**config.mk**
```make
export PLATFORM = sky130hd
export DESIGN_NAME = npcs_dist_unit
export DESIGN_NICKNAME = d
export VERILOG_FILES = /design/src/rtl/npcs_pkg.sv /design/src/rtl/npcs_dist_unit.sv
export SDC_FILE = /design/constraint.sdc
export NUM_CORES = 1
export LEC_CHECK = 0
export BUFFER_PORTS_ARGS = -buffer_cell sky130_fd_sc_hd__buf_2
export CAP_MARGIN = 20
export CELL_PAD_IN_SITES_DETAIL_PLACEMENT = 1
export CELL_PAD_IN_SITES_GLOBAL_PLACEMENT = 1
export CORE_UTILIZATION = 40
export CTS_BUF_LIST = sky130_fd_sc_hd__clkbuf_2 sky130_fd_sc_hd__clkbuf_4 sky130_fd_sc_hd__clkbuf_8
export DETAILED_ROUTE_END_ITERATION = 8
export HOLD_SLACK_MARGIN = 0.12
export PLACE_DENSITY_LB_ADDON = 0.1
export SLEW_MARGIN = 10
export SYNTH_ARGS = -nofsm -noshare
export SYNTH_HDL_FRONTEND = slang
export SYNTH_SLANG_ARGS = --single-unit
```
**constraint.sdc**
```tcl
create_clock -name clock -period 9.6 [get_ports clock]
set_input_delay 1.92 -clock clock [delete_from_list [all_inputs] [get_ports clock]]
set_output_delay 1.92 -clock clock [all_outputs]
set_load 0.01 [all_outputs]
```
**src/rtl/npcs_pkg.sv**
```systemverilog
// ----------------------------------------------------------------------------
// npcs_pkg: shared definitions for the nearest palette color search
// Widths, codes, state encoding and the small arithmetic helpers used by
// the sequencer and the distance unit.
// ----------------------------------------------------------------------------
package npcs_pkg;

   localparam int PALETTE_ENTRIES = 256;
   localparam int ADDR_W          = $clog2(PALETTE_ENTRIES);
   localparam int IDX_W           = 8;
   localparam int CHAN_W          = 8;
   localparam int DIST_W          = 18;
   localparam int BEST_W          = 19;
   localparam int CSR_DATA_W      = 8;

   localparam logic [BEST_W-1:0] START_DISTANCE = BEST_W'(256 * 256 * 4);
   localparam logic [IDX_W-1:0]  LAST_RESET     = IDX_W'(254);

   localparam logic OP_WRITE = 1'b0;
   localparam logic OP_QUERY = 1'b1;

   localparam logic CSR_FIRST_INDEX = 1'b0;
   localparam logic CSR_LAST_INDEX  = 1'b1;

   typedef struct packed {
      logic [CHAN_W-1:0] red;
      logic [CHAN_W-1:0] green;
      logic [CHAN_W-1:0] blue;
   } npcs_rgb_type;

   typedef struct packed {
      logic             start;
      logic             valid;
      logic [IDX_W-1:0] index;
   } npcs_ctl_type;

   typedef struct packed {
      logic busy;
      logic hit;
   } npcs_status_type;

   typedef enum logic [3:0] {
      ST_IDLE   = 4'b0001,
      ST_SCAN   = 4'b0010,
      ST_DRAIN  = 4'b0100,
      ST_FINISH = 4'b1000
   } npcs_state_type;

   function automatic logic [CHAN_W-1:0] abs_diff(input logic [CHAN_W-1:0] a,
                                                  input logic [CHAN_W-1:0] b);
      return (a > b) ? (a - b) : (b - a);
   endfunction

endpackage

```
**src/rtl/npcs_dist_unit.sv**
```systemverilog
// ----------------------------------------------------------------------------
// npcs_dist_unit: squared distance and running minimum
// Two stages: squares of the channel differences, then the sum and the
// compare against the best entry so far. Lower index wins on a tie.
// ----------------------------------------------------------------------------
module npcs_dist_unit (
   input  logic                           clock,
   input  logic                           reset,
   input  npcs_pkg::npcs_ctl_type         ctl,
   input  npcs_pkg::npcs_rgb_type         color,
   input  npcs_pkg::npcs_rgb_type         entry,
   output logic [npcs_pkg::IDX_W-1:0]     best_index,
   output logic [npcs_pkg::BEST_W-1:0]    best_distance,
   output npcs_pkg::npcs_status_type      status
);

   logic [2*npcs_pkg::CHAN_W-1:0] sq_red_ff;
   logic [2*npcs_pkg::CHAN_W-1:0] sq_green_ff;
   logic [2*npcs_pkg::CHAN_W-1:0] sq_blue_ff;
   logic [npcs_pkg::IDX_W-1:0]    sq_index_ff;
   logic                          sq_valid_ff;
   logic [npcs_pkg::CHAN_W-1:0]   d_red;
   logic [npcs_pkg::CHAN_W-1:0]   d_green;
   logic [npcs_pkg::CHAN_W-1:0]   d_blue;
   logic [npcs_pkg::DIST_W-1:0]   sum;
   logic [npcs_pkg::IDX_W-1:0]    best_index_ff;
   logic [npcs_pkg::BEST_W-1:0]   best_dist_ff;

   assign d_red   = npcs_pkg::abs_diff(color.red,   entry.red);
   assign d_green = npcs_pkg::abs_diff(color.green, entry.green);
   assign d_blue  = npcs_pkg::abs_diff(color.blue,  entry.blue);

   always_ff @(posedge clock) begin
      sq_red_ff   <= d_red * d_red;
      sq_green_ff <= d_green * d_green;
      sq_blue_ff  <= d_blue * d_blue;
      sq_index_ff <= ctl.index;
   end

   always_ff @(posedge clock) begin
      if (reset) begin
         sq_valid_ff <= 1'b0;
      end else begin
         sq_valid_ff <= ctl.valid;
      end
   end

   assign sum = npcs_pkg::DIST_W'(sq_red_ff) + npcs_pkg::DIST_W'(sq_green_ff)
              + npcs_pkg::DIST_W'(sq_blue_ff);

   always_ff @(posedge clock) begin
      if (ctl.start) begin
         best_dist_ff  <= npcs_pkg::START_DISTANCE;
         best_index_ff <= '0;
      end else if (sq_valid_ff && (npcs_pkg::BEST_W'(sum) < best_dist_ff)) begin
         best_dist_ff  <= npcs_pkg::BEST_W'(sum);
         best_index_ff <= sq_index_ff;
      end
   end

   assign best_index    = best_index_ff;
   assign best_distance = best_dist_ff;
   assign status.busy   = sq_valid_ff;
   assign status.hit    = (best_dist_ff == '0);

endmodule

```
==> impl_metrics.toml <==
[clocking]
cts-root-buf = "clkbuf_8"
cts.sink_count = 81
ctsResizeCount = 0
cts_tree = "done"
cts_made_buffers = 9
postCtsSetupBuffers = 0
worst_skew_pair.late_latency_ns = 0.37
cts.path.max_buffers = 2
cts.clk_slew.worst_paths_ns = 0.09
h-tree-depth = 3
holdBufCountCts = 0

[grt]
grt_max_degree = 31
grt_pass1_wl_um = 38600
track_usage = 0.176
use_met3 = 0.0126
grt_util_met1 = 0.235
grt.met2_usage = 0.310
antenna_found_initial = 1
grt.busiest_layer = "met2"
grt_overflow = 0
grt_pass1_vias = 8314

[sta]
fin_skew_ns = 0.0128
fin_ws_ns = 1.56
drv_slew = 0
fmax_ghz = 0.124
setup_violations = 0
finalCritPeriodShare = 0.838
finalSetupTns_ns = 0
relSlewSlack = 0.426
rsz0062_at_grt = "no"
fin_crit_ns = 8.04
hold_viol = 0
worstMarginPinSlew_ns = 0.858

[worst_setup_path]
r2r_start = "sq_green_ff[3]$_DFF_P_"
ff2ff_path_depth = 17
cp-end-kind = "flop"
reg2reg_to = "best_distance[13]$_SDFFE_PP0P_"
worst-path-buf-inv = 4
critical_path_class = "in -> reg"
path_cells = "buf_2 -> inv_1 -> ha_1 -> fa_1 -> nand3b_1 -> a21oi_1 -> o32a_1 -> mux2i_1 -> xor2_1 -> nor2_1 -> fa_1 -> fa_1 -> inv_1 -> fa_1 -> fa_1 -> inv_1 -> ha_1 -> o21a_1 -> nor2_1 -> a21oi_1 -> a41o_1 -> o41ai_1 -> xnor2_1"
worstPathRequired_ns = 9.90
startpoint_type = "primary input"
crit_arrival_ns = 8.34
path_delay_family = "adder cells"
cp_max_fo = 11
slowest_stage = "xor2_1"
rrSetupSlack_ns = 5.03
slowest_delay_ns = 0.70
cp_common_cell = "fa_1"

[min_path]
min_from = "sq_index_ff[4]$_DFF_P_"
hp-class = "reg -> reg"
hold_end = "best_index[4]$_SDFFE_PP0P_"
min_path_cells = 2

[route]
drt_iter0_markers = 207
vias = 7882
postRouteAntennaNets = 0
totalWireLength_um = 22300
post-route-drc-count = 0
first_pass_iters = 4
vias_per_cell = 4.90
wl_per_cell_um = 13.9

[logic_synthesis]
synthMuxAreaShare = 0.0396
syn_inst = 1187
synth_warnings = 0
synthAdderAreaFrac = 0.381
synth_commonest_cells = "inv_1, ha_1, nor2_1"
synth.distinct_cells = 72
synth_top_cell_by_area = "ha_1"
async_flop_share = 0
netlist_top_cells_area = "ha_1, fa_1, dfxtp_1, inv_1, nor2_1"
synth-compound-area-share = 0.119
synth.most_common_cell = "inv_1"
synth_xor_area_frac = 0.0744
syn_area_mm2 = 0.0105
ys_seq_area_frac = 0.154
synthSimpleGateAreaFrac = 0.141
synth_top_family_by_area = "adder cells"
synth_top_area_share = 0.197
synth_edf_count = 0
ys.flop_type = "dfxtp_1"
ys_ff_latch = 81
avgSynthCellArea_um2 = 8.88

[floorplan]
dieArea_mm2 = 0.0270
die_h_um = 164
initial_core_util = 0.406
ios = 89
core.rowCount = 59
die_w_um = 164
core_area_mm2 = 0.0260

[finish]
layout-drive-gt1-share = 0.121
final.fill_count = 3109
syn_to_final_growth_pct = 9.23
num-nets-final = 1590
insertedDiodeCount = 0

[place]
dp_hpwl_um = 19400
port_buffers = 88
place.gp.congestion = 0.798
post-place-ws_ns = 1.15

[status]
outcome = "finished, final reports clean"

[flow_run]
max_cap_violations = 0
==> worst max path at each step <==
stage	from	to	slack [ns]	depth (start not counted)
after floorplan	color[8]	sq_green_ff[15]$_DFF_P_	1.88	24
after global placement	color[0]	sq_blue_ff[15]$_DFF_P_	1.38	23
after detailed placement	color[16]	sq_red_ff[14]$_DFF_P_	1.15	23
after CTS	color[16]	sq_red_ff[14]$_DFF_P_	1.53	23
after global routing	color[16]	sq_red_ff[15]$_DFF_P_	1.14	24
final	color[16]	sq_red_ff[14]$_DFF_P_	1.56	23
==> cells in the final DEF (no fill, tap or decap), types with 5 or more instances in the layout <==
cell type  count
dfxtp_1       81
nor2_1       127
xnor2_1       53
or2_2          5
and3_1        10
and2_1         7
nand2_1       30
xor2_1        16
nor2b_1       15
ha_1         166
o31a_1         6
or2_1         13
clkbuf_8       9
o21bai_1       7
fa_1          97
mux2i_1       30
nand3_1       17
o21ai_0       24
buf_2         88
nand2b_1      17
nor4_1         6
a21o_1        26
inv_2          7
or3_1          6
inv_1        211
nor2_2         6
o21a_1        11
nand4_1        8
o21ai_1        5
a211oi_1       7
a21oi_1       57
nor3_1        20
==> stage by stage <==
stage                     area, µm²  hold slack [ns]  instances   util
final                         11500            0.481       1607  0.443
after global routing          11500            0.510       1607  0.443
after CTS                     11500            0.488       1607  0.443
after detailed placement      11300            0.466       1591  0.435
after global placement        11300            0.450       1591  0.435
after floorplan               10500            0.440       1188      -
==> state kept, by name, indices dropped and copies added (netlist names) <==
register,count
best_index,8
sq_valid_ff,1
best_distance,19
sq_green_ff,15
sq_blue_ff,15
sq_index_ff,8
sq_red_ff,15
==> per-layer routing <==
metal,wire length (µm),up-vias
met4,214,0
li1,-,4023
met2,10600,89
met1,11000,3755
met5,0,-
met3,467,15
==> final cells by class <==
cell class / count / area, µm² / area share
well taps: 335 / 419 / 0.0364
multi-input cells: 865 / 7990 / 0.694
repair buffers: 92 / 470 / 0.0409
clock inverters: 7 / 76.3 / 0.00663
flip-flops and latches: 81 / 1620 / 0.141
clock buffers: 9 / 124 / 0.0108
inverters: 218 / 818 / 0.0711
==> worst reg2reg max path: stages (launching register included) <==
cell,delay (ns)
dfxtp_1,0.40
fa_1,0.44
ha_1,0.25
a21oi_2,0.19
nor2_1,0.11
o311a_1,0.41
o41ai_4,0.35
o31a_1,0.26
xnor2_1,0.14
ha_1,0.27
nand4b_1,0.12
nor3_1,0.10
a21oi_1,0.14
o221ai_1,0.17
a41oi_4,0.36
buf_4,0.44
mux2i_1,0.26
nor2_1,0.05
==> logic make-up after synthesis <==
logic type               after synthesis
AND/OR/NAND/NOR                      303
AO/OA/AOI/OAI                        182
multiplexers                          36
XOR/XNOR                              78
other                                  2
buffers and inverters                242
flip-flops                            81
adder cells (fa/ha/maj)              263
Power is not shown: default switching activity piles up to over one toggle a cycle in this logic, so the estimate is an artifact.
